### src/design/fha_pkg.sv
// Shared types, constants and helper functions for the flame histogram accumulator.
// Used by every module under design/; depends on nothing else.
`timescale 1ns / 1ps
`default_nettype none
package fha_pkg;

	localparam int SUB_W       = 256;
	localparam int SUB_H       = 256;
	localparam int MAX_DENSITY = 4;
	localparam int COUNT_BITS  = 32;

	localparam int COL_BITS    = $clog2(SUB_W);
	localparam int ROW_BITS    = $clog2(SUB_H);
	localparam int ADDR_BITS   = COL_BITS + ROW_BITS;
	localparam int COLOR_BITS  = 24;
	localparam int CELL_BITS   = COUNT_BITS + COLOR_BITS;
	localparam int DSQ_BITS    = $clog2(MAX_DENSITY * MAX_DENSITY + 1);
	localparam int SUM_BITS    = 8 + $clog2(MAX_DENSITY * MAX_DENSITY);
	localparam int F_BITS      = COUNT_BITS + $clog2(MAX_DENSITY * MAX_DENSITY);
	localparam int LOG_INT_BITS = $clog2(F_BITS);
	localparam int LOG_BITS    = LOG_INT_BITS + 8;
	localparam int QUEUE_DEPTH = 2;
	localparam int QPTR_BITS   = $clog2(QUEUE_DEPTH);

	// Reciprocal of nine for the 3x3 supersampling average, exact below 2^17.
	localparam int RECIP9_SHIFT = 20;
	localparam logic [16:0] RECIP9 = 17'(((1 << RECIP9_SHIFT) + 8) / 9);

	// Configuration register indexes.
	localparam logic [2:0] REG_X_START    = 3'd0;
	localparam logic [2:0] REG_X_END      = 3'd1;
	localparam logic [2:0] REG_Y_START    = 3'd2;
	localparam logic [2:0] REG_Y_END      = 3'd3;
	localparam logic [2:0] REG_OUT_WIDTH  = 3'd4;
	localparam logic [2:0] REG_OUT_HEIGHT = 3'd5;
	localparam logic [2:0] REG_DENSITY    = 3'd6;
	localparam logic [2:0] REG_BACKGROUND = 3'd7;

	typedef enum logic [1:0] {
		CMD_PLOT,
		CMD_QUERY,
		CMD_BLACK
	} cmd_kind_t;

	typedef struct packed {
		cmd_kind_t              kind;
		logic [ADDR_BITS-1:0]   addr;
		logic [COLOR_BITS-1:0]  color;
	} cmd_t;

	typedef struct packed {
		logic signed [31:0] x_start;
		logic signed [31:0] x_end;
		logic signed [31:0] y_start;
		logic signed [31:0] y_end;
		logic [2:0]         dens;
		logic [8:0]         eff_w;
		logic [8:0]         eff_h;
		logic [8:0]         sub_w;
		logic [8:0]         sub_h;
		logic [COLOR_BITS-1:0] bg;
	} cfg_t;

	typedef enum logic [1:0] {
		F_IDLE,
		F_MUL,
		F_DIV,
		F_PUSH
	} front_state_t;

	typedef enum logic [3:0] {
		B_CLEAR,
		B_IDLE,
		B_PLOT_WR,
		B_Q_WALK,
		B_Q_DRAIN,
		B_EVAL,
		B_LOG_F,
		B_LOG_D,
		B_LOG_L,
		B_RATIO,
		B_DIV,
		B_GAMMA,
		B_SCALE1,
		B_SCALE2
	} back_state_t;

	typedef enum logic [1:0] {
		L_IDLE,
		L_NORM,
		L_SQR
	} log_state_t;

	function automatic logic [2:0] eff_density(logic [2:0] d);
		logic [2:0] r;
		r = d;
		if (d == 3'd0)
			r = 3'd1;
		if (d > 3'(MAX_DENSITY))
			r = 3'(MAX_DENSITY);
		return r;
	endfunction

	function automatic logic [8:0] width_limit(logic [2:0] d);
		logic [8:0] r;
		case (d)
			3'd1: r = 9'(SUB_W);
			3'd2: r = 9'(SUB_W / 2);
			3'd3: r = 9'(SUB_W / 3);
			default: r = 9'(SUB_W / 4);
		endcase
		return r;
	endfunction

	function automatic logic [8:0] height_limit(logic [2:0] d);
		logic [8:0] r;
		case (d)
			3'd1: r = 9'(SUB_H);
			3'd2: r = 9'(SUB_H / 2);
			3'd3: r = 9'(SUB_H / 3);
			default: r = 9'(SUB_H / 4);
		endcase
		return r;
	endfunction

	function automatic logic [8:0] clamp_side(logic [8:0] v, logic [8:0] lim);
		logic [8:0] r;
		r = v;
		if (v == 9'd0)
			r = 9'd1;
		if (v > lim)
			r = lim;
		return r;
	endfunction

	// Gamma table: entry a is the largest s in 0..256 with s^11 <= a^5 * 256^6,
	// i.e. a^(1/2.2) in Q0.8. Built at elaboration.
	typedef logic [8:0] gamma_tab_t [0:256];

	function automatic gamma_tab_t build_gamma();
		gamma_tab_t   t;
		logic [127:0] rhs;
		logic [127:0] lhs;
		int           lo;
		int           hi;
		int           mid;
		for (int a = 0; a <= 256; a++) begin
			rhs = 128'(1) << 48;
			for (int i = 0; i < 5; i++)
				rhs = rhs * 128'(a);
			lo = 0;
			hi = 256;
			while (lo < hi) begin
				mid = (lo + hi + 1) >> 1;
				lhs = 128'(1);
				for (int i = 0; i < 11; i++)
					lhs = lhs * 128'(mid);
				if (lhs <= rhs)
					lo = mid;
				else
					hi = mid - 1;
			end
			t[a] = 9'(lo);
		end
		return t;
	endfunction

	localparam gamma_tab_t GAMMA_TAB = build_gamma();

endpackage
`default_nettype wire

### src/design/fha_front.sv
// Front part: accepts items, checks the window, maps points (with a bit-serial divider)
// and query pixels to a cell address and queues commands. Depends on fha_pkg.
`timescale 1ns / 1ps
`default_nettype none
module fha_front (
	input  wire logic          clk,
	input  wire logic          arst_n,
	input  wire fha_pkg::cfg_t cfg,
	input  wire logic          hold,
	input  wire logic          start,
	output logic               busy,
	input  wire logic          kind,
	input  wire logic [31:0]   point_x,
	input  wire logic [31:0]   point_y,
	input  wire logic [7:0]    color_red,
	input  wire logic [7:0]    color_green,
	input  wire logic [7:0]    color_blue,
	input  wire logic [7:0]    pixel_col,
	input  wire logic [7:0]    pixel_row,
	output logic               push,
	output fha_pkg::cmd_t      push_cmd,
	input  wire logic          full
);

	fha_pkg::front_state_t state_q, state_d;

	logic        accept;
	logic        in_win;
	logic [32:0] numx, denx, numy, deny;
	logic [32:0] absnx, absdx, absny, absdy;
	logic        zx, zy;
	logic        is_black;
	logic [10:0] base_row, base_col;

	logic [32:0] unx_q, udx_q, uny_q, udy_q;
	logic        zx_q, zy_q;
	logic [41:0] remx_q, dvx_q, remy_q, dvy_q;
	logic [41:0] mulx, muly;
	logic [8:0]  qx_q, qy_q;
	logic [3:0]  step_q;
	logic        gex, gey;
	logic [8:0]  qx_fin, qy_fin;
	logic [7:0]  col, row;
	fha_pkg::cmd_t cmd_q;

	assign busy   = (state_q != fha_pkg::F_IDLE) || hold;
	assign accept = start && !busy;

	assign in_win = ((($signed(point_x) >= cfg.x_start) && ($signed(point_x) <= cfg.x_end)) ||
			(($signed(point_x) >= cfg.x_end) && ($signed(point_x) <= cfg.x_start))) &&
			((($signed(point_y) >= cfg.y_start) && ($signed(point_y) <= cfg.y_end)) ||
			(($signed(point_y) >= cfg.y_end) && ($signed(point_y) <= cfg.y_start)));

	assign numx  = {point_x[31], point_x} - {cfg.x_start[31], cfg.x_start};
	assign denx  = {cfg.x_end[31], cfg.x_end} - {cfg.x_start[31], cfg.x_start};
	assign numy  = {point_y[31], point_y} - {cfg.y_start[31], cfg.y_start};
	assign deny  = {cfg.y_end[31], cfg.y_end} - {cfg.y_start[31], cfg.y_start};
	assign absnx = numx[32] ? -numx : numx;
	assign absdx = denx[32] ? -denx : denx;
	assign absny = numy[32] ? -numy : numy;
	assign absdy = deny[32] ? -deny : deny;
	// A degenerate axis, or a point on the wrong side of the start edge, maps to zero.
	assign zx = (denx == '0) || ((numx[32] != denx[32]) && (numx != '0));
	assign zy = (deny == '0) || ((numy[32] != deny[32]) && (numy != '0));

	assign is_black = ({1'b0, pixel_col} >= cfg.eff_w) || ({1'b0, pixel_row} >= cfg.eff_h);
	assign base_row = pixel_row * cfg.dens;
	assign base_col = pixel_col * cfg.dens;

	assign mulx = unx_q * cfg.sub_w;
	assign muly = uny_q * cfg.sub_h;

	assign gex    = remx_q >= dvx_q;
	assign gey    = remy_q >= dvy_q;
	assign qx_fin = {qx_q[7:0], gex};
	assign qy_fin = {qy_q[7:0], gey};
	assign col = zx_q ? 8'd0 : ((qx_fin > cfg.sub_w - 9'd1) ? 8'(cfg.sub_w - 9'd1) : qx_fin[7:0]);
	assign row = zy_q ? 8'd0 : ((qy_fin > cfg.sub_h - 9'd1) ? 8'(cfg.sub_h - 9'd1) : qy_fin[7:0]);

	assign push     = (state_q == fha_pkg::F_PUSH) && !full;
	assign push_cmd = cmd_q;

	always_ff @(posedge clk or negedge arst_n) begin
		if (!arst_n) begin
			state_q <= fha_pkg::F_IDLE;
		end else begin
			state_q <= state_d;
		end
	end

	always_comb begin
		state_d = state_q;
		case (state_q)
			fha_pkg::F_IDLE: begin
				if (accept) begin
					if (kind)
						state_d = fha_pkg::F_PUSH;
					else if (in_win)
						state_d = fha_pkg::F_MUL;
				end
			end
			fha_pkg::F_MUL: state_d = fha_pkg::F_DIV;
			fha_pkg::F_DIV: begin
				if (step_q == 4'd8)
					state_d = fha_pkg::F_PUSH;
			end
			fha_pkg::F_PUSH: begin
				if (!full)
					state_d = fha_pkg::F_IDLE;
			end
			default: state_d = fha_pkg::F_IDLE;
		endcase
	end

	always_ff @(posedge clk) begin
		case (state_q)
			fha_pkg::F_IDLE: begin
				if (accept) begin
					unx_q <= absnx;
					udx_q <= absdx;
					uny_q <= absny;
					udy_q <= absdy;
					zx_q  <= zx;
					zy_q  <= zy;
					cmd_q.color <= {color_red, color_green, color_blue};
					if (!kind) begin
						cmd_q.kind <= fha_pkg::CMD_PLOT;
					end else if (is_black) begin
						cmd_q.kind <= fha_pkg::CMD_BLACK;
					end else begin
						cmd_q.kind <= fha_pkg::CMD_QUERY;
						cmd_q.addr <= {base_row[7:0], base_col[7:0]};
					end
				end
			end
			fha_pkg::F_MUL: begin
				remx_q <= mulx;
				remy_q <= muly;
				dvx_q  <= {1'b0, udx_q, 8'b0};
				dvy_q  <= {1'b0, udy_q, 8'b0};
				qx_q   <= '0;
				qy_q   <= '0;
				step_q <= '0;
			end
			fha_pkg::F_DIV: begin
				remx_q <= gex ? remx_q - dvx_q : remx_q;
				remy_q <= gey ? remy_q - dvy_q : remy_q;
				dvx_q  <= dvx_q >> 1;
				dvy_q  <= dvy_q >> 1;
				qx_q   <= qx_fin;
				qy_q   <= qy_fin;
				step_q <= step_q + 4'd1;
				if (step_q == 4'd8)
					cmd_q.addr <= {row, col};
			end
			default: ;
		endcase
	end

endmodule
`default_nettype wire

### config.mk
export PLATFORM = sky130hd
export DESIGN_NAME = fha_front
export DESIGN_NICKNAME = d
export VERILOG_FILES = /design/src/design/fha_pkg.sv /design/src/design/fha_front.sv
export SDC_FILE = /design/constraint.sdc
export NUM_CORES = 2
export LEC_CHECK = 0
export BUFFER_PORTS_ARGS = -buffer_cell sky130_fd_sc_hd__buf_2
export CAP_MARGIN = 10
export CELL_PAD_IN_SITES_DETAIL_PLACEMENT = 0
export CELL_PAD_IN_SITES_GLOBAL_PLACEMENT = 1
export CORE_ASPECT_RATIO = 1.75
export CORE_UTILIZATION = 33
export CTS_CLUSTER_SIZE = 40
export DETAILED_ROUTE_END_ITERATION = 8
export GPL_TIMING_DRIVEN = 0
export PLACE_DENSITY = 0.57
export SLEW_MARGIN = 20
export SYNTH_ARGS = -nofsm -noshare
export SYNTH_HDL_FRONTEND = slang
export SYNTH_SLANG_ARGS = --single-unit
export TNS_END_PERCENT = 30
### constraint.sdc
create_clock -name clk -period 11 [get_ports clk]
set_clock_uncertainty 0.05 [all_clocks]
set_input_delay 2.2 -clock clk [delete_from_list [all_inputs] [get_ports clk]]
set_output_delay 2.2 -clock clk [all_outputs]
set_load 0.005 [all_outputs]
Word-level counts from Yosys, hierarchy flattened
Index checks and enable logic that the tools add are counted.
Word-level totals
  bits in registers: 366
  output and inout bits: 44
  word-level logic and storage cells: 125
Operators by class
  $mul: 4
  add/subtract/negate cells: 13
  multiplexer cells: 29
  equality and inequality tests: 14
  $lt $le $gt $ge: 14
  reduce and logical (&&, ||, !) cells: 30
Operators by type and width (count)
  one-hot mux 42 bit (2 select lines): 4
  negation 33 bit: 4
  subtractor 32 x 32 -> 33 bit: 4
  >= comparator 32 bit: 4
  <= comparator 32 bit: 4
  2-to-1 mux 32 bit: 4
  >= comparator 42 bit: 2
  multiplier 33 x 9 -> 42 bit: 2
  2-to-1 mux 42 bit: 2
  subtractor 42 bit: 2
  zero test 33 bit: 2
  nonzero test 33 bit: 2
  2-to-1 mux 16 bit: 3
  2-to-1 mux 40 bit: 1
  2-to-1 mux 8 bit: 4
  one-hot mux 16 bit (2 select lines): 1
  one-hot mux 8 bit (2 select lines): 2
  >= comparator 8 x 9 -> 1 bit: 2
  > comparator 9 bit: 2
  subtractor 9 x 1 -> 9 bit, second input constant: 2
  multiplier 8 x 3 -> 8 bit: 2
  inequality test 2 bit, second input constant: 7
  2-to-1 mux 2 bit: 6
  logical AND 1 bit: 9
  15 further kinds: 27

Longest topological paths before layout
  depth in word-level cells: 8
  gate-level depth with buffers: 26
  mapped depth without buffers: 25

Worst setup path after synthesis
Ideal clock, no wire load.
  path kind: input-to-reg
  start: input port cfg[26] in the netlist's numbering
  end: register remy_q[40] (data pin)
  buffers on the path: 2
  stages on the path: 21
  path slack: 3.291 ns
  required time: 10.680 ns
  data arrival time: 7.389 ns
  cells stage by stage: clkbuf_1 -> buf_1 -> nand2_1 -> fa_1 -> inv_1 -> fa_1 -> inv_1 -> fa_1 -> fa_1 -> inv_1 -> ha_1 -> o21ai_0 -> a21oi_1 -> o21ai_0 -> a31oi_1 -> a21oi_1 -> o311ai_0 -> a211oi_1 -> a21oi_1 -> xnor2_1 -> mux2i_1
Between the ends
  cells in the longest elaborated chain, start to end: 2
RTL lines
  from (decl): RTL line fha_front.sv:8  | input wire fha_pkg::cfg_t cfg,
  multiplier 33 x 9 -> 42 bit: RTL line fha_front.sv:71  | assign muly = uny_q * cfg.sub_h;
  one-hot mux 42 bit (2 select lines): RTL line fha_front.sv:116  | case (state_q)
  to (signal assigned): RTL line fha_front.sv:138  | remy_q <= muly;
  to (signal assigned): RTL line fha_front.sv:147  | remy_q <= gey ? remy_q - dvy_q : remy_q;
  to (decl): RTL line fha_front.sv:37  | logic [41:0] remx_q, dvx_q, remy_q, dvy_q;
Every way passes these cells.
A chain may end at the register's enable or synchronous reset.

Worst setup path in the final report
  start: input port cfg[26] in the netlist's numbering
  end: register remy_q[35] (data pin)
The elaborated chain is that of the path after synthesis.

==> metrics.txt <==
Main synth FF type edfxtp_1; area of the mapped netlist 50100 um^2; Net Sw Frac 0.545; post-CTS setup buffer count 0; CP peak stage delay 0.81 ns; Compound-Gate Fraction of Synth Area 0.150; P&R area growth vs syn 11.7%; Post-synth EDFFs 362; combinational share of power 0.765; largest net degree at the start of global routing 83; Die H 517 um; HP Class reg -> reg; row count 188; Final Cycle Share 0.859; post-route cell area 56000 um^2; drt pass-1 iters 5; vias 41100; Syn Inst Count 5650; Vias/cell 5.11; final WL 182 mm; CP Cell Sequence buf_2 > clkbuf_1 > buf_1 > nand2_1 > fa_1 > inv_1 > fa_1 > ha_1 > inv_1 > fa_1 > inv_1 > ha_1 > a211oi_1 > nor2_1 > o311ai_0 > a21oi_1 > o21ai_0 > a31oi_1 > a31oi_1 > o21bai_1 > xnor2_1 > a21oi_1; wire per inst 22.6 um; launch point of the worst reg-to-reg path uny_q[5]; Final Max Slew Viols 0; R2R Setup Slk 4.00 ns; Clk Latency, worst-skew pair 0.62 ns; fmax 106 MHz; CTS clock-pin slew for the worst setup and hold paths 0.06 ns; max cap viols 0; detailed placement HPWL 156 mm; hold slack 0.481 ns; Initial Util 0.333; XOR/XNOR share of the synthesized area 0.0675; post-cts resize count 0; Tmin final 9.45 ns; critical path data arrival time 9.71 ns; setup TNS 0 ns; PwrDens 338 nW/um^2; Root Driver clkbuf_16; GR Overflow Total 0; Clock power frac 0.084; leak pwr 0.0255 uW; I/O Buffers 307; share of cells above drive strength 1 0.0921; CP max FO 10; post-synth cell types 96; Hold Startpoint udy_q[32]; Syn. warnings 0; H-tree levels 2; TritonCTS Buffers 42; register share of total power 0.151; drc violations 0; hold endpoint dvy_q[40]; fraction of the mapped netlist area in adder cells 0.297; core box area 150000 um^2; Crit. End Element flip-flop; largest family of logic cells by synthesized area adder cells; die area 153000 um^2; Area after DPL 54400 um^2; flops & latches, synth 364; RSZ-0062 raised after global routing no; Global Route Usage Sum 0.237; global-route wire length before repair 270 mm; CP bufs+invs 6; Final Hold Viols 0; r2r endpoint remy_q[35]; worst r2r path cells 19; final core utilization 0.372; peak supply drop 0.000221 V; Int Pwr 8620 uW; outcome complete, no violations; post-synthesis area per instance 8.87 um^2; ys async rst share 0.00549; Cells on Worst Hold Path 1; vias in the first global route 44100; Max clock buf depth 3; CTS tree built; CP Class in -> reg; post-route ant nets 0; mux contribution to synthesized area 0.0197; NumNets Final 7228; CP Launch Type primary input; Sw Pwr 10300 uW; Worst Tran Pin Value 1.20 ns; Synth Area in Simple Gates 0.170; CP delay by family, top compound AO/OA/AOI/OAI gates; initial antenna violation count 9; Critical-path top delay cell o311ai_0; Mapped Nets 6867; Seq/Total Area, Yosys 0.218; Relative slew margins 0.192; Die W 297 um; Worst EP required 11.26 ns; I/O Pins 345; routability cong. 0.930; final setup vio count 0; CTS Sinks 364; drt initial violations 1699; hold_buf cts 0
-- cell families (layout without fill, tap and decap cells) --
logic type                 Yosys count  count (layout)
AOI/OAI and AO/OA                 1163            1163
other                                0               1
xor gates and xnor gates           386             386
and+or+nand+nor                   1692            1692
buffers and inverters             1040            1435
DFF                                364             364
adders and majority gates          916             916
muxes                               89              89
-- Yosys cell counts (all sizes together) (17+ instances only) --
cell	number	share of area
nor2	273	0.021
o21ai	267	0.027
o31ai	37	0.0055
nor3	69	0.0069
xor2	137	0.024
a2111oi	17	0.0036
buf	31	0.0028
and2	391	0.049
nor2b	55	0.0069
xnor2	249	0.044
o21a	63	0.0096
clkbuf	153	0.011
a21oi	331	0.034
inv	853	0.064
and3	33	0.0041
edfxtp	362	0.22
nand2	554	0.042
a31oi	49	0.0065
a211oi	41	0.0061
or3	35	0.0047
nor4	25	0.0038
o21bai	31	0.0046
nand4	62	0.0077
fa	454	0.18
nand2b	52	0.0065
nand3	78	0.0078
o211ai	21	0.0031
mux2	77	0.017
ha	462	0.12
a21o	153	0.023
-- metal layers --
layer	wire length [um]	part of all wire	GRT usage
met1	60100	0.33	0.219
met2	104000	0.57	0.487
met3	4410	0.024	0.0179
met4	13300	0.073	0.148
met5	39	0.00021	0
-- placed cells by master (no fill, tap or decap), drive strengths merged, types with 78 or more instances in the layout --
cell type,instances
xor2,137
and2,391
edfxtp,362
nor2,273
buf,348
fa,454
o21ai,267
xnor2,249
a21o,153
inv,854
a21oi,331
nand2,554
ha,462
clkbuf,199
nand3,78
-- through the flow --
step	worst slack [ns]	power [uW]	std cells
5_1_grt	1.14	20500	8040
3_5_place_dp	0.839	17500	7962
4_1_cts	1.49	19200	8040
2_1_floorplan	3.29	12100	5650
6_report	1.55	18900	8041
3_3_place_gp	0.402	17400	7952
-- power by group through the flow --
stage / clock (uW) / sequential, uW / combinational [uW]
3_5_place_dp: 0 / 2900 / 14600
5_1_grt: 1670 / 2920 / 15900
6_report: 1580 / 2870 / 14500
3_3_place_gp: 0 / 3000 / 14400
2_1_floorplan: 0 / 2800 / 9340
4_1_cts: 1630 / 2880 / 14700
-- flip-flops by register name, summed over array words and instances, names as in the netlist, 33 cells and up --
signal	cells
uny_q	33
unx_q	33
remy_q	42
dvy_q	41
udy_q	33
udx_q	33
remx_q	42
dvx_q	41
push_cmd	42
-- cell type report --
type	instances	area, um^2
Fill cell	15600	94400
Multi-Input combinational cell	4246	35300
Sequential cell	364	10900
Inverter	856	3220
Tap cell	1995	2500
Timing Repair Buffer	317	1760
Clock buffer	46	1100
Buffer	184	724
Clock inverter	32	413
Antenna cell	1	2.50
-- worst max-delay path by stage --
stage	slack (ns)	to	start	depth (start not counted)
6_report	1.55	remy_q[35]	cfg[26]	22
3_3_place_gp	0.40	push_cmd[29]	hold	5
5_1_grt	1.14	remy_q[35]	cfg[26]	22
4_1_cts	1.49	remy_q[35]	cfg[26]	22
2_1_floorplan	3.29	remy_q[40]	cfg[26]	21
3_5_place_dp	0.84	remy_q[35]	cfg[26]	22
No activity file was read; power rests on OpenSTA's default activity.
