[src/design/fha_pkg.sv]
// Shared types, constants and helper functions for the flame histogram accumulator.
// Used by every module under design/; depends on nothing else.
`timescale 1ns / 1ps
`default_nettype none
package fha_pkg;

	localparam int SUB_W       = 256;
	localparam int SUB_H       = 256;
	localparam int MAX_DENSITY = 4;
	localparam int COUNT_BITS  = 32;

	localparam int COL_BITS    = $clog2(SUB_W);
	localparam int ROW_BITS    = $clog2(SUB_H);
	localparam int ADDR_BITS   = COL_BITS + ROW_BITS;
	localparam int COLOR_BITS  = 24;
	localparam int CELL_BITS   = COUNT_BITS + COLOR_BITS;
	localparam int DSQ_BITS    = $clog2(MAX_DENSITY * MAX_DENSITY + 1);
	localparam int SUM_BITS    = 8 + $clog2(MAX_DENSITY * MAX_DENSITY);
	localparam int F_BITS      = COUNT_BITS + $clog2(MAX_DENSITY * MAX_DENSITY);
	localparam int LOG_INT_BITS = $clog2(F_BITS);
	localparam int LOG_BITS    = LOG_INT_BITS + 8;
	localparam int QUEUE_DEPTH = 2;
	localparam int QPTR_BITS   = $clog2(QUEUE_DEPTH);

	// Reciprocal of nine for the 3x3 supersampling average, exact below 2^17.
	localparam int RECIP9_SHIFT = 20;
	localparam logic [16:0] RECIP9 = 17'(((1 << RECIP9_SHIFT) + 8) / 9);

	// Configuration register indexes.
	localparam logic [2:0] REG_X_START    = 3'd0;
	localparam logic [2:0] REG_X_END      = 3'd1;
	localparam logic [2:0] REG_Y_START    = 3'd2;
	localparam logic [2:0] REG_Y_END      = 3'd3;
	localparam logic [2:0] REG_OUT_WIDTH  = 3'd4;
	localparam logic [2:0] REG_OUT_HEIGHT = 3'd5;
	localparam logic [2:0] REG_DENSITY    = 3'd6;
	localparam logic [2:0] REG_BACKGROUND = 3'd7;

	typedef enum logic [1:0] {
		CMD_PLOT,
		CMD_QUERY,
		CMD_BLACK
	} cmd_kind_t;

	typedef struct packed {
		cmd_kind_t              kind;
		logic [ADDR_BITS-1:0]   addr;
		logic [COLOR_BITS-1:0]  color;
	} cmd_t;

	typedef struct packed {
		logic signed [31:0] x_start;
		logic signed [31:0] x_end;
		logic signed [31:0] y_start;
		logic signed [31:0] y_end;
		logic [2:0]         dens;
		logic [8:0]         eff_w;
		logic [8:0]         eff_h;
		logic [8:0]         sub_w;
		logic [8:0]         sub_h;
		logic [COLOR_BITS-1:0] bg;
	} cfg_t;

	typedef enum logic [1:0] {
		F_IDLE,
		F_MUL,
		F_DIV,
		F_PUSH
	} front_state_t;

	typedef enum logic [3:0] {
		B_CLEAR,
		B_IDLE,
		B_PLOT_WR,
		B_Q_WALK,
		B_Q_DRAIN,
		B_EVAL,
		B_LOG_F,
		B_LOG_D,
		B_LOG_L,
		B_RATIO,
		B_DIV,
		B_GAMMA,
		B_SCALE1,
		B_SCALE2
	} back_state_t;

	typedef enum logic [1:0] {
		L_IDLE,
		L_NORM,
		L_SQR
	} log_state_t;

	function automatic logic [2:0] eff_density(logic [2:0] d);
		logic [2:0] r;
		r = d;
		if (d == 3'd0)
			r = 3'd1;
		if (d > 3'(MAX_DENSITY))
			r = 3'(MAX_DENSITY);
		return r;
	endfunction

	function automatic logic [8:0] width_limit(logic [2:0] d);
		logic [8:0] r;
		case (d)
			3'd1: r = 9'(SUB_W);
			3'd2: r = 9'(SUB_W / 2);
			3'd3: r = 9'(SUB_W / 3);
			default: r = 9'(SUB_W / 4);
		endcase
		return r;
	endfunction

	function automatic logic [8:0] height_limit(logic [2:0] d);
		logic [8:0] r;
		case (d)
			3'd1: r = 9'(SUB_H);
			3'd2: r = 9'(SUB_H / 2);
			3'd3: r = 9'(SUB_H / 3);
			default: r = 9'(SUB_H / 4);
		endcase
		return r;
	endfunction

	function automatic logic [8:0] clamp_side(logic [8:0] v, logic [8:0] lim);
		logic [8:0] r;
		r = v;
		if (v == 9'd0)
			r = 9'd1;
		if (v > lim)
			r = lim;
		return r;
	endfunction

	// Gamma table: entry a is the largest s in 0..256 with s^11 <= a^5 * 256^6,
	// i.e. a^(1/2.2) in Q0.8. Built at elaboration.
	typedef logic [8:0] gamma_tab_t [0:256];

	function automatic gamma_tab_t build_gamma();
		gamma_tab_t   t;
		logic [127:0] rhs;
		logic [127:0] lhs;
		int           lo;
		int           hi;
		int           mid;
		for (int a = 0; a <= 256; a++) begin
			rhs = 128'(1) << 48;
			for (int i = 0; i < 5; i++)
				rhs = rhs * 128'(a);
			lo = 0;
			hi = 256;
			while (lo < hi) begin
				mid = (lo + hi + 1) >> 1;
				lhs = 128'(1);
				for (int i = 0; i < 11; i++)
					lhs = lhs * 128'(mid);
				if (lhs <= rhs)
					lo = mid;
				else
					hi = mid - 1;
			end
			t[a] = 9'(lo);
		end
		return t;
	endfunction

	localparam gamma_tab_t GAMMA_TAB = build_gamma();

endpackage
`default_nettype wire

[src/design/fha_queue.sv]
// Two-entry command queue between the front and back parts.
// Depends on fha_pkg for the command type and depth.
`timescale 1ns / 1ps
`default_nettype none
module fha_queue (
	input  wire logic          clk,
	input  wire logic          arst_n,
	input  wire logic          push,
	input  wire fha_pkg::cmd_t push_cmd,
	output logic               full,
	input  wire logic          pop,
	output fha_pkg::cmd_t      head,
	output logic               empty
);

	fha_pkg::cmd_t ents_q [fha_pkg::QUEUE_DEPTH];
	logic [fha_pkg::QPTR_BITS-1:0] wptr_q, rptr_q;
	logic [fha_pkg::QPTR_BITS:0]   cnt_q;

	assign full  = (cnt_q == (fha_pkg::QPTR_BITS+1)'(fha_pkg::QUEUE_DEPTH));
	assign empty = (cnt_q == '0);
	assign head  = ents_q[rptr_q];

	always_ff @(posedge clk or negedge arst_n) begin
		if (!arst_n) begin
			wptr_q <= '0;
			rptr_q <= '0;
			cnt_q  <= '0;
		end else begin
			if (push && !full)
				wptr_q <= wptr_q + 1'b1;
			if (pop && !empty)
				rptr_q <= rptr_q + 1'b1;
			if ((push && !full) && !(pop && !empty))
				cnt_q <= cnt_q + 1'b1;
			else if (!(push && !full) && (pop && !empty))
				cnt_q <= cnt_q - 1'b1;
		end
	end

	always_ff @(posedge clk) begin
		if (push && !full)
			ents_q[wptr_q] <= push_cmd;
	end

endmodule
`default_nettype wire

[config.mk]
export PLATFORM = sky130hd
export DESIGN_NAME = fha_queue
export DESIGN_NICKNAME = d
export VERILOG_FILES = /design/src/design/fha_pkg.sv /design/src/design/fha_queue.sv
export SDC_FILE = /design/constraint.sdc
export NUM_CORES = 1
export LEC_CHECK = 0
export BUFFER_PORTS_ARGS = -buffer_cell sky130_fd_sc_hd__buf_2
export CELL_PAD_IN_SITES_DETAIL_PLACEMENT = 0
export CELL_PAD_IN_SITES_GLOBAL_PLACEMENT = 1
export CORE_MARGIN = 2
export CORE_UTILIZATION = 40
export CTS_CLUSTER_DIAMETER = 50
export DETAILED_ROUTE_END_ITERATION = 8
export PLACE_DENSITY = 0.73
export SYNTH_ARGS = -nofsm -noshare
export SYNTH_HDL_FRONTEND = slang
export SYNTH_SLANG_ARGS = --single-unit
[constraint.sdc]
create_clock -name clk -period 2.8 [get_ports clk]
set_input_delay 0 -clock clk [delete_from_list [all_inputs] [get_ports clk]]
set_output_delay 0 -clock clk [all_outputs]
set_load 0.05 [all_outputs]
=== Word-level counts from Yosys, hierarchy flattened ===
Memories as Yosys holds them, arrays and structs flattened.
Index checks and enable logic that the tools add are counted.

* Register bits: 4
* Bits in writable memories: 84
* Output and inout port bits: 44
* Logic and storage cells: 23
* Memories: 1

{| class="wikitable"
|+ Memories
! name !! depth !! bits a word !! rd ports !! clocked after Yosys merged registers in !! write ports !! RTL line !! RTL
|-
| ents_q || 2 || 42 || 1 || 0 || 1 || fha_queue.sv:16 || <nowiki>fha_pkg::cmd_t ents_q [fha_pkg::QUEUE_DEPTH];</nowiki>
|}

* $add $sub $neg: 4
* Equal/unequal tests: 1
* Muxes and demuxes: 4
* Reduce and logical (&&, ||, !) cells: 10

{| class="wikitable"
|+ Operators by type and width
! kind !! count
|-
| $logic_and A1 B1 Y1 || 4
|-
| $logic_not A1 Y1 || 4
|-
| $mux W2 || 2
|-
| $add A1 B1 Y1 const B || 2
|-
| $add A2 B1 Y2 const B || 1
|-
| $eq A2 B2 Y1 const B || 1
|-
| $logic_not A2 Y1 || 1
|-
| $mux W1 || 2
|-
| $reduce_bool A2 Y1 || 1
|-
| $sub A2 B1 Y2 const B || 1
|}

=== Longest topological paths before layout ===
Gate-level depths: netlist (run 1).

* Depth after elaboration: 7
* Depth in mapped cells: 7

=== Worst setup path after synthesis (run 1) ===
Ideal clock, no wire load.

* Path type: register to register
* From: register cnt_q[0] (netlist name)
* To: memory ents_q[0][0] (netlist name) (enable)
* Library setup time: 0.441 ns
* Arrival time: 2.417 ns
* Data required time: 2.359 ns
* Slack: -0.058 ns
* Stages on the path, launching flop included: 4
* Buffers on the path: 0
* Clock period less this slack: 2.858 ns
* Cell sequence: dfrtp_1 > nand2b_1 > nand2_1 > nor2_1

* Longest elaborated chain between the ends: 5

{| class="wikitable"
|+ Ends and longest elaborated chain
! what !! RTL line !! RTL
|-
| from (decl) || fha_queue.sv:18 || <nowiki>logic [fha_pkg::QPTR_BITS:0] cnt_q;</nowiki>
|-
| from (signal assigned) || fha_queue.sv:35 || <nowiki>cnt_q <= cnt_q + 1'b1;</nowiki>
|-
| from (signal assigned) || fha_queue.sv:37 || <nowiki>cnt_q <= cnt_q - 1'b1;</nowiki>
|-
| $eq A2 B2 Y1 || fha_queue.sv:20 || <nowiki>assign full = (cnt_q == (fha_pkg::QPTR_BITS+1)'(fha_pkg::QUEUE_DEPTH));</nowiki>
|-
| $logic_not A1 Y1 || fha_queue.sv:42 || <nowiki>if (push && !full)</nowiki>
|-
| $logic_and A1 B1 Y1 || fha_queue.sv:42 ||
|-
| $mux W1 || fha_queue.sv:42 ||
|-
| $mux W1 (not written as such) || fha_queue.sv:43 || <nowiki>ents_q[wptr_q] <= push_cmd;</nowiki>
|-
| to (decl) || fha_queue.sv:16 ||
|}

No other way between the ends.

==> flow_summary_export.csv, run 1 <==
group,metric,value,unit
synth,ys_types,15,
synth,ys_async_sr_fraction,4.55,%
floorplan,die_w,96.6,µm
min_path,min_from,"push",
layout,multi_input_area,717,µm²
sta,skew,0.00642,ns
routing,antenna_left,0,
sta,period_needed,2.07,ns
cts,clock_sinks,88,
cts,cts_setup_buffers,0,
sta,rsz0062_at_grt,"no",
synth,netlist_instances,150,
sta,period_share,73.9,%
cts,cts_tree,"done",
sta,setup_viol,0,
cts,clk-insertion-delay-late,0.35,ns
grt,grt_use_met2,24.0,%
synth,synthTopCellsByArea,"edfxtp_1 (74%), mux2_4 (17%), dfrtp_1 (2.9%)",
min_path,hold_class,"in -> reg",
floorplan,chipHeight,96.6,µm
outcome,outcome,"complete, no violations",
cts,h-tree-depth,3,
layout,area_growth,33.8,%
sta,tns,0,ns
sta,tightest_slew,0.770,ns
synth,synth_most_common_cell,"edfxtp_1",
cts,clock_path_buffers,2,
floorplan,rows,33,
pwr,power,5.05,mW
layout,fillerInstances,659,
grt,grt_use_met1,14.7,%
placed_design,place_area,0.00397,mm²
routing,firstDrtPassIters,3,
cts,cts_root_buffer,"clkbuf_8",
critical_path,r2r-end,"ents_q[0][22]",
layout,drive_gt1_share,50.8,%
placed_design,portBuffers,89,
routing,vias_per_cell,4.48,
synth,synth_top_area_share,73.5,%
sta,max_slew_margin,48.7,%
grt,antenna_found_initial,0,
routing,wire_per_inst,14.7,µm
floorplan,dieArea,0.00933,mm²
cts,clkTransAtPathRegs,0.08,ns
grt,grt_pass1_wl,8880,µm
critical_path,end_kind,"output pin",
min_path,worst_hold_path.endpoint,"wptr_q",
routing,drtIter0Drc,99,
floorplan,ios,90,
grt,top_usage_layer,"met2",
routing,routed_wl,5950,µm
layout,seq_area,0.00262,mm²
synth,postSynthAreaPerCell,22.9,µm²
floorplan,initial_core_util,41.5,%
synth,ys_seq_area_share,76.5,%
sta,max_freq,483,MHz
grt,grt_overflow_total,0,
critical_path,crit_arrival,2.07,ns
synth,synth-seq-cells,88,
critical_path,cp_max_fo,24,
synth,yosysTopAreaCell,"edfxtp_1",
cts,numCtsBuffers,9,
synth,synth_edf_count,84,
layout,diodes,0,
critical_path,reg2reg_depth,4,
critical_path,crit_required,2.80,ns
synth,netlist_top_cells_count,"edfxtp_1 (84), mux2_4 (39), buf_12 (4), dfrtp_1 (4)",
synth,ys_warn_count,0,
synth,syn_area,0.00343,mm²
pwr,leakage,1.86,nW
grt,grtUsageMet3,2.33,%
sta,hold_viol,0,
grt,grt_max_degree,43,
grt,grt.total_usage,13.3,%
routing,route.detailed.drc,0,
critical_path,rrSetupSlack,1.06,ns
min_path,whs_path_depth,3,
sta,whs,0.0379,ns
flow_run,maxCapViolCount,0,
layout,fin_util,55.6,%
critical_path,worst_setup_path_start_kind,"flip-flop",
layout,layout.nets,341,
routing,num_vias,1809,
critical_path,reg2reg_from,"cnt_q[0]",
critical_path,critPathKind,"reg -> out",
floorplan,coreArea,0.00826,mm²
synth,syn_nets,197,
placed_design,dp_hpwl,3760,µm
grt,first_global_vias,1853,
placed_design,gp_congestion,0.686,
layout,final_cell_area,0.00459,mm²
pwr,vdd_drop_max,534,µV
pwr,power.density,1100,mW/mm²
synth,ys.flop_type,"edfxtp_1",
sta,maxSlewViolCount,0,
-- final cells by class --
| type | instances | area share, % |
|---|---|---|
| Clock inverter | 6 | 0.954 |
| Timing Repair Buffer | 138 | 20.4 |
| Inverter | 2 | 0.164 |
| Multi-Input combinational cell | 55 | 15.6 |
| Clock buffer | 10 | 2.78 |
| Tap cell | 105 | 2.86 |
| Sequential cell | 88 | 57.2 |
-- through the flow --
step | std cells | setup WS (ns)
finish | 404 | 0.731
global placement | 343 | 1.09
CTS | 404 | 0.685
global route | 404 | 0.639
detailed placement | 343 | 1.07
floorplan | 150 | 0.637
-- power breakdown --
group	internal, mW	leakage (nW)	switching [mW]
clock	0.325	0.0770	0.427
sequential	1.80	0.826	0.183
combinational	0.798	0.953	1.52
total	2.93	1.86	2.13
-- routing by layer --
| layer | share of wire, % | up-vias |
|---|---|---|
| li1 | - | 869 |
| met1 | 39 | 876 |
| met2 | 54 | 50 |
| met3 | 3.9 | 14 |
| met4 | 2.7 | 0 |
| met5 | 0 | - |
-- worst max-delay path: stages (launching register included) --
cell     delay (ns)
dfrtp_2        0.87
buf_12         0.28
mux2_4         0.33
buf_2          0.21
-- cells by family (layout without fill, tap and decap cells) --
kind of cell	Yosys count	in the layout	synth area share, %
AO/OA/AOI/OAI	1	1	0.146
XOR/XNOR	5	5	1.28
adder cells (fa/ha/maj)	1	1	0.365
buffers and inverters	7	156	2.88
flip-flops	88	88	76.5
multiplexers	42	42	18.1
AND/OR/NAND/NOR	6	6	0.803
-- repair_timing --
action / in CTS / in global routing
hold buffers: 45 / 0
setup endpoints to repair: 0 / 0
gates resized for setup: 0 / 0
endpoints found under the hold margin: 89 / 0
-- cells in the final DEF (no fill, tap or decap), drive strengths merged --
cell,count
buf,93
edfxtp,84
dlygate4sd3,45
mux2,42
clkbuf,10
dfrtp,4
inv,4
xnor2,3
clkinvlp,3
nor2,3
xor2,2
nand2b,1
nand2,1
o21ai,1
and3,1
ha,1
clkinv,1
-- how the worst max path moves through the flow --
stage	start	to	cells past startpoint
2_1_floorplan	cnt_q[0]	ents_q[0][0]	3
4_1_cts	rptr_q	head[22]	3
5_1_grt	rptr_q	head[22]	3
6_report	rptr_q	head[15]	3
3_5_place_dp	cnt_q[0]	ents_q[0][35]	4
3_3_place_gp	rptr_q	head[15]	3
-- sequential cells by signal (all words and copies together), names as in the netlist --
signal,flops
ents_q,84
cnt_q,2
rptr_q,1
wptr_q,1
(Power assumes the default switching activity.)
==> run 2, diff against run 1 <==
--- a/config.mk
+++ b/config.mk
@@ -9,10 +9,10 @@
 export CELL_PAD_IN_SITES_DETAIL_PLACEMENT = 0
 export CELL_PAD_IN_SITES_GLOBAL_PLACEMENT = 1
 export CORE_MARGIN = 2
-export CORE_UTILIZATION = 40
+export CORE_UTILIZATION = 44
 export CTS_CLUSTER_DIAMETER = 50
 export DETAILED_ROUTE_END_ITERATION = 8
-export PLACE_DENSITY = 0.73
+export PLACE_DENSITY = 0.76
 export SYNTH_ARGS = -nofsm -noshare
 export SYNTH_HDL_FRONTEND = slang
 export SYNTH_SLANG_ARGS = --single-unit
==> constraint.sdc (replaced) <==
create_clock -name clk -period 2.1 [get_ports clk]
set_input_delay 0 -clock clk [delete_from_list [all_inputs] [get_ports clk]]
set_output_delay 0 -clock clk [all_outputs]
set_load 0.05 [all_outputs]
==> flow_summary_export.csv, run 2 (synthesized netlist as in run 1, its figures left out) <==
group,metric,value,unit
cts,cts_root_buffer,"clkbuf_8",
routing,route.detailed.drc,0,
floorplan,rows,32,
placed_design,place_worst_setup_slack,0.525,ns
sta,skew,0.00361,ns
sta,tightest_slew,0.503,ns
floorplan,initial_core_util,44.8,%
placed_design,portBuffers,89,
cts,clkTransAtPathRegs,0.08,ns
grt,grt_max_degree,43,
routing,num_vias,1792,
pwr,power,7.07,mW
routing,wire_per_inst,14.2,µm
cts,cts_setup_buffers,0,
cts,clock_path_buffers,2,
layout,layout.nets,342,
grt,grt.total_usage,14.1,%
min_path,min_from,"push",
placed_design,gp_congestion,0.675,
grt,antenna_found_initial,0,
cts,numCtsBuffers,9,
routing,firstDrtPassIters,4,
sta,tns,0,ns
sta,rsz0062_at_grt,"no",
floorplan,dieArea,0.00852,mm²
layout,diodes,0,
floorplan,chipHeight,92.3,µm
placed_design,place_area,0.00402,mm²
cts,cts_tree,"done",
critical_path,reg2reg_depth,4,
layout,final_cell_area,0.00469,mm²
routing,antenna_left,0,
layout,largest_register_ffs,84,
sta,setup_viol,0,
min_path,whs_path_depth,3,
cts,clk-insertion-delay-late,0.34,ns
flow_run,maxCapViolCount,0,
layout,largest-register,"ents_q",
layout,reg_top3,"ents_q: 84 flops, cnt_q: 2 flops",
layout,final_cell_mix,"buf_2 (89), edfxtp_1 (84), dlygate4sd3_1 (45)",
critical_path,critPathKind,"reg -> out",
min_path,worst_hold_path.endpoint,"wptr_q",
cts,h-tree-depth,3,
outcome,outcome,"complete, no violations",
layout,drive_gt1_share,51.3,%
grt,grt_pass1_wl,8980,µm
critical_path,crit_required,2.10,ns
critical_path,worst_setup_path_start_kind,"flip-flop",
cts,clock_sinks,88,
sta,period_needed,1.83,ns
pwr,power.density,1510,mW/mm²
sta,maxSlewViolCount,0,
sta,max_freq,546,MHz
critical_path,end_kind,"output pin",
layout,area_growth,36.7,%
floorplan,die_w,92.3,µm
routing,routed_wl,5710,µm
floorplan,ios,90,
placed_design,dp_hpwl,3640,µm
critical_path,reg2reg_from,"cnt_q[0]",
critical_path,cp_max_fo,14,
layout,fillerInstances,596,
sta,final.setup.worst_slack,0.270,ns
floorplan,coreArea,0.00765,mm²
layout,fin_util,61.3,%
pwr,vdd_drop_max,736,µV
min_path,hold_class,"in -> reg",
routing,drtIter0Drc,59,
sta,hold_viol,0,
layout,final_common_cell,"buf_2",
sta,max_slew_margin,66.4,%
sta,period_share,87.2,%
grt,first_global_vias,1843,
critical_path,r2r-end,"ents_q[0][0]",
pwr,leakage,1.91,nW
routing,vias_per_cell,4.46,
critical_path,crit_arrival,1.83,ns
grt,grt_overflow_total,0,
critical_path,rrSetupSlack,0.52,ns
[run 2: changes by cell type in the layout (fill, tap and decap cells not counted)]
cell        change
clkbuf_1        -1
clkinvlp_4      -2
bufinv_16       +2
buf_4           -3
clkinv_2        +1
buf_12          +4
[run 2: layout make-up]
class,count,area (µm²),area share [%]
Inverter,2,7.51,0.160
Sequential cell,88,2620,55.9
Clock inverter,7,93.8,2.00
Timing Repair Buffer,139,996,21.2
Multi-Input combinational cell,55,717,15.3
Clock buffer,9,124,2.64
Tap cell,102,128,2.72
[run 2: report_power, final]
| group | total, mW | switching [mW] | internal [mW] |
|---|---|---|---|
| clock | 1.25 | 0.581 | 0.672 |
| combinational | 3.22 | 2.08 | 1.14 |
| sequential | 2.60 | 0.199 | 2.40 |
| total | 7.07 | 2.86 | 4.22 |
[run 2: how the worst max path moves through the flow]
stage / from / to / slack, ns / depth (start not counted)
6_report: rptr_q / head[20] / 0.27 / 3
2_1_floorplan: cnt_q[0] / ents_q[1][0] / 0.08 / 2
3_3_place_gp: cnt_q[0] / ents_q[0][6] / 0.57 / 4
3_5_place_dp: cnt_q[0] / ents_q[0][6] / 0.52 / 4
4_1_cts: rptr_q / head[19] / 0.24 / 3
5_1_grt: rptr_q / head[20] / 0.19 / 3
[run 2: per-stage QoR]
step                instances  hold WS, ns
finish                    402       0.0332
global route              402       0.0296
CTS                       402       0.0155
detailed placement        341       -0.187
global placement          341       -0.188
floorplan                 150       -0.296
[run 2: metal layers]
metal	part of all wire (%)	GRT usage, %	vias to the layer above
met2	50	24.1	54
met1	44	16.9	855
li1	-	-	873
met5	0	0	-
met4	1.6	6.59	0
met3	4.3	3.37	10
[run 2: worst max-delay path, cell delays in order (launching register included)]
cell	delay, ns
dfrtp_2	0.70
buf_12	0.23
mux2_2	0.35
buf_2	0.21
[run 2: timing repair]
item / in CTS / in global routing
hold endpoints to repair: 89 / 0
hold buffers: 45 / 0
gates resized for setup: 0 / 0
==> run 3, diff against run 2 <==
--- a/config.mk
+++ b/config.mk
@@ -6,13 +6,14 @@
 export NUM_CORES = 1
 export LEC_CHECK = 0
 export BUFFER_PORTS_ARGS = -buffer_cell sky130_fd_sc_hd__buf_2
+export CAP_MARGIN = 20
 export CELL_PAD_IN_SITES_DETAIL_PLACEMENT = 0
 export CELL_PAD_IN_SITES_GLOBAL_PLACEMENT = 1
 export CORE_MARGIN = 2
 export CORE_UTILIZATION = 44
 export CTS_CLUSTER_DIAMETER = 50
 export DETAILED_ROUTE_END_ITERATION = 8
-export PLACE_DENSITY = 0.76
+export PLACE_DENSITY_LB_ADDON = 0.1
 export SYNTH_ARGS = -nofsm -noshare
 export SYNTH_HDL_FRONTEND = slang
 export SYNTH_SLANG_ARGS = --single-unit
==> flow_summary_export.csv, run 3 (synthesized netlist as in run 1, its figures left out) <==
group,metric,value,unit
cts,cts_tree,"done",
placed_design,portBuffers,89,
critical_path,end_kind,"output pin",
critical_path,critical-path-slowest-cell,"dfrtp_2",
grt,grt_pass1_wl,8760,µm
routing,wire_per_inst,13.5,µm
layout,diodes,0,
routing,maxUsedRoutingLayer,"met4",
critical_path,crit_arrival,1.80,ns
critical_path,rrSetupSlack,0.58,ns
sta,max_freq,554,MHz
routing,num_vias,1795,
routing,drtIter0Drc,55,
floorplan,rows,32,
cts,cts_root_buffer,"clkbuf_8",
routing,wl_met3,195,µm
routing,vias_per_cell,4.45,
layout,layout.nets,343,
sta,tightest_slew,0.437,ns
critical_path,reg2reg_depth,6,
routing,met1_length,2310,µm
floorplan,ios,90,
layout,final_common_cell,"buf_2",
cts,h-tree-depth,3,
routing,routed_wl,5460,µm
layout,drive_gt1_share,50.8,%
grt,grt_max_degree,25,
placed_design,gp_congestion,0.697,
critical_path,reg2reg_from,"cnt_q[0]",
floorplan,initial_core_util,44.8,%
critical_path,cp_max_fo,24,
sta,period_needed,1.80,ns
routing,antenna_left,0,
routing,firstDrtPassIters,4,
grt,grt_overflow_total,0,
cts,cts_resized,0,
sta,period_share,85.9,%
cts,clock_path_buffers,2,
outcome,outcome,"complete, no violations",
routing,route.detailed.drc,0,
sta,skew,0.00426,ns
min_path,worst_hold_path.endpoint,"wptr_q",
layout,fillerInstances,595,
pwr,power,6.92,mW
floorplan,chipHeight,92.3,µm
cts,numCtsBuffers,9,
sta,setup_viol,0,
floorplan,coreArea,0.00765,mm²
cts,clk-insertion-delay-late,0.33,ns
critical_path,worst_setup_path_start_kind,"flip-flop",
critical_path,worst_path_dominant_cell_family,"flip-flops",
sta,max_slew_margin,70.9,%
sta,maxSlewViolCount,0,
flow_run,maxCapViolCount,0,
grt,antenna_found_initial,0,
sta,hold_viol,0,
critical_path,cpPeakStageDelay,0.65,ns
layout,largest-register,"ents_q",
min_path,min_from,"push",
critical_path,critPathKind,"reg -> out",
pwr,power.density,1490,mW/mm²
layout,largest_register_ffs,84,
grt,first_global_vias,1817,
critical_path,r2r-end,"cnt_q[1]",
floorplan,die_w,92.3,µm
grt,grt.total_usage,13.8,%
floorplan,dieArea,0.00852,mm²
min_path,hold_class,"in -> reg",
layout,final_cell_mix,"buf_2 (89), edfxtp_1 (84), dlygate4sd3_1 (45)",
placed_design,dp_cells,342,
cts,clock_sinks,88,
placed_design,dp_hpwl,3540,µm
min_path,whs_path_depth,3,
critical_path,crit_required,2.10,ns
sta,rsz0062_at_grt,"no",
pwr,leakage,1.89,nW
layout,fin_util,60.7,%
layout,area_growth,35.3,%
layout,layout.cells.non_filler,403,
cts,clkTransAtPathRegs,0.08,ns
pwr,vdd_drop_max,905,µV
layout,reg_top3,"ents_q: 84 flops, cnt_q: 2 flops",
critical_path,critical_path.cell_chain,"buf_12 > mux2_4 > buf_2",
critical_path,path_buf_inv,2,
routing,met2WireLength,2890,µm
sta,tns,0,ns
-- run 3: worst max path at each step --
stage                   from             to  slack [ns]  cells after the start
floorplan           cnt_q[0]   ents_q[1][0]        0.08                      2
global placement    cnt_q[0]  ents_q[0][22]        0.63                      4
detailed placement  cnt_q[0]       cnt_q[1]        0.59                      6
CTS                   rptr_q       head[17]        0.25                      3
global route          rptr_q       head[28]        0.21                      3
finish                rptr_q        head[9]        0.30                      3
-- run 3: power breakdown --
part | total [mW] | leakage [nW] | internal, mW | switching (mW)
sequential | 2.59 | 0.826 | 2.40 | 0.184
combinational | 3.14 | 0.963 | 1.08 | 2.06
clock | 1.20 | 0.102 | 0.664 | 0.536
total | 6.92 | 1.89 | 4.14 | 2.78
-- run 3: metal layers --
layer | vias up | track usage [%]
met4 | 0 | 6.72
met3 | 7 | 2.96
met5 | - | 0
li1 | 873 | -
met2 | 50 | 23.3
met1 | 865 | 16.9
-- run 3: timing repair --
item | 4_1_cts | 5_1_grt
hold endpoints to repair | 89 | 0
hold buffers | 45 | 0
buffers inserted | 0 | 0
-- run 3: layout make-up --
| cell class | count | area [µm²] | area share [%] |
|---|---|---|---|
| Inverter | 2 | 7.51 | 0.162 |
| Sequential cell | 88 | 2620 | 56.5 |
| Timing Repair Buffer | 140 | 953 | 20.5 |
| Clock buffer | 10 | 128 | 2.75 |
| Tap cell | 102 | 128 | 2.75 |
| Multi-Input combinational cell | 55 | 717 | 15.4 |
| Clock inverter | 6 | 83.8 | 1.81 |
-- run 3: worst register-to-register path, delay by kind of cell, from the launching register on --
kind	cells	cell delay (ns)
xor gates and xnor gates	1	0.14
adders and majority gates	1	0.31
buffers and inverters	1	0.06
and+or+nand+nor	3	0.50
DFF	1	0.43
-- run 3: through the flow --
stage               setup WS [ns]  cell area, µm²  hold WS [ns]
global route                0.213            4640        0.0712
finish                      0.296            4640        0.0582
detailed placement          0.585            3980        -0.188
global placement            0.626            3980        -0.184
floorplan                  0.0797            3440        -0.296
CTS                         0.255            4640        0.0422
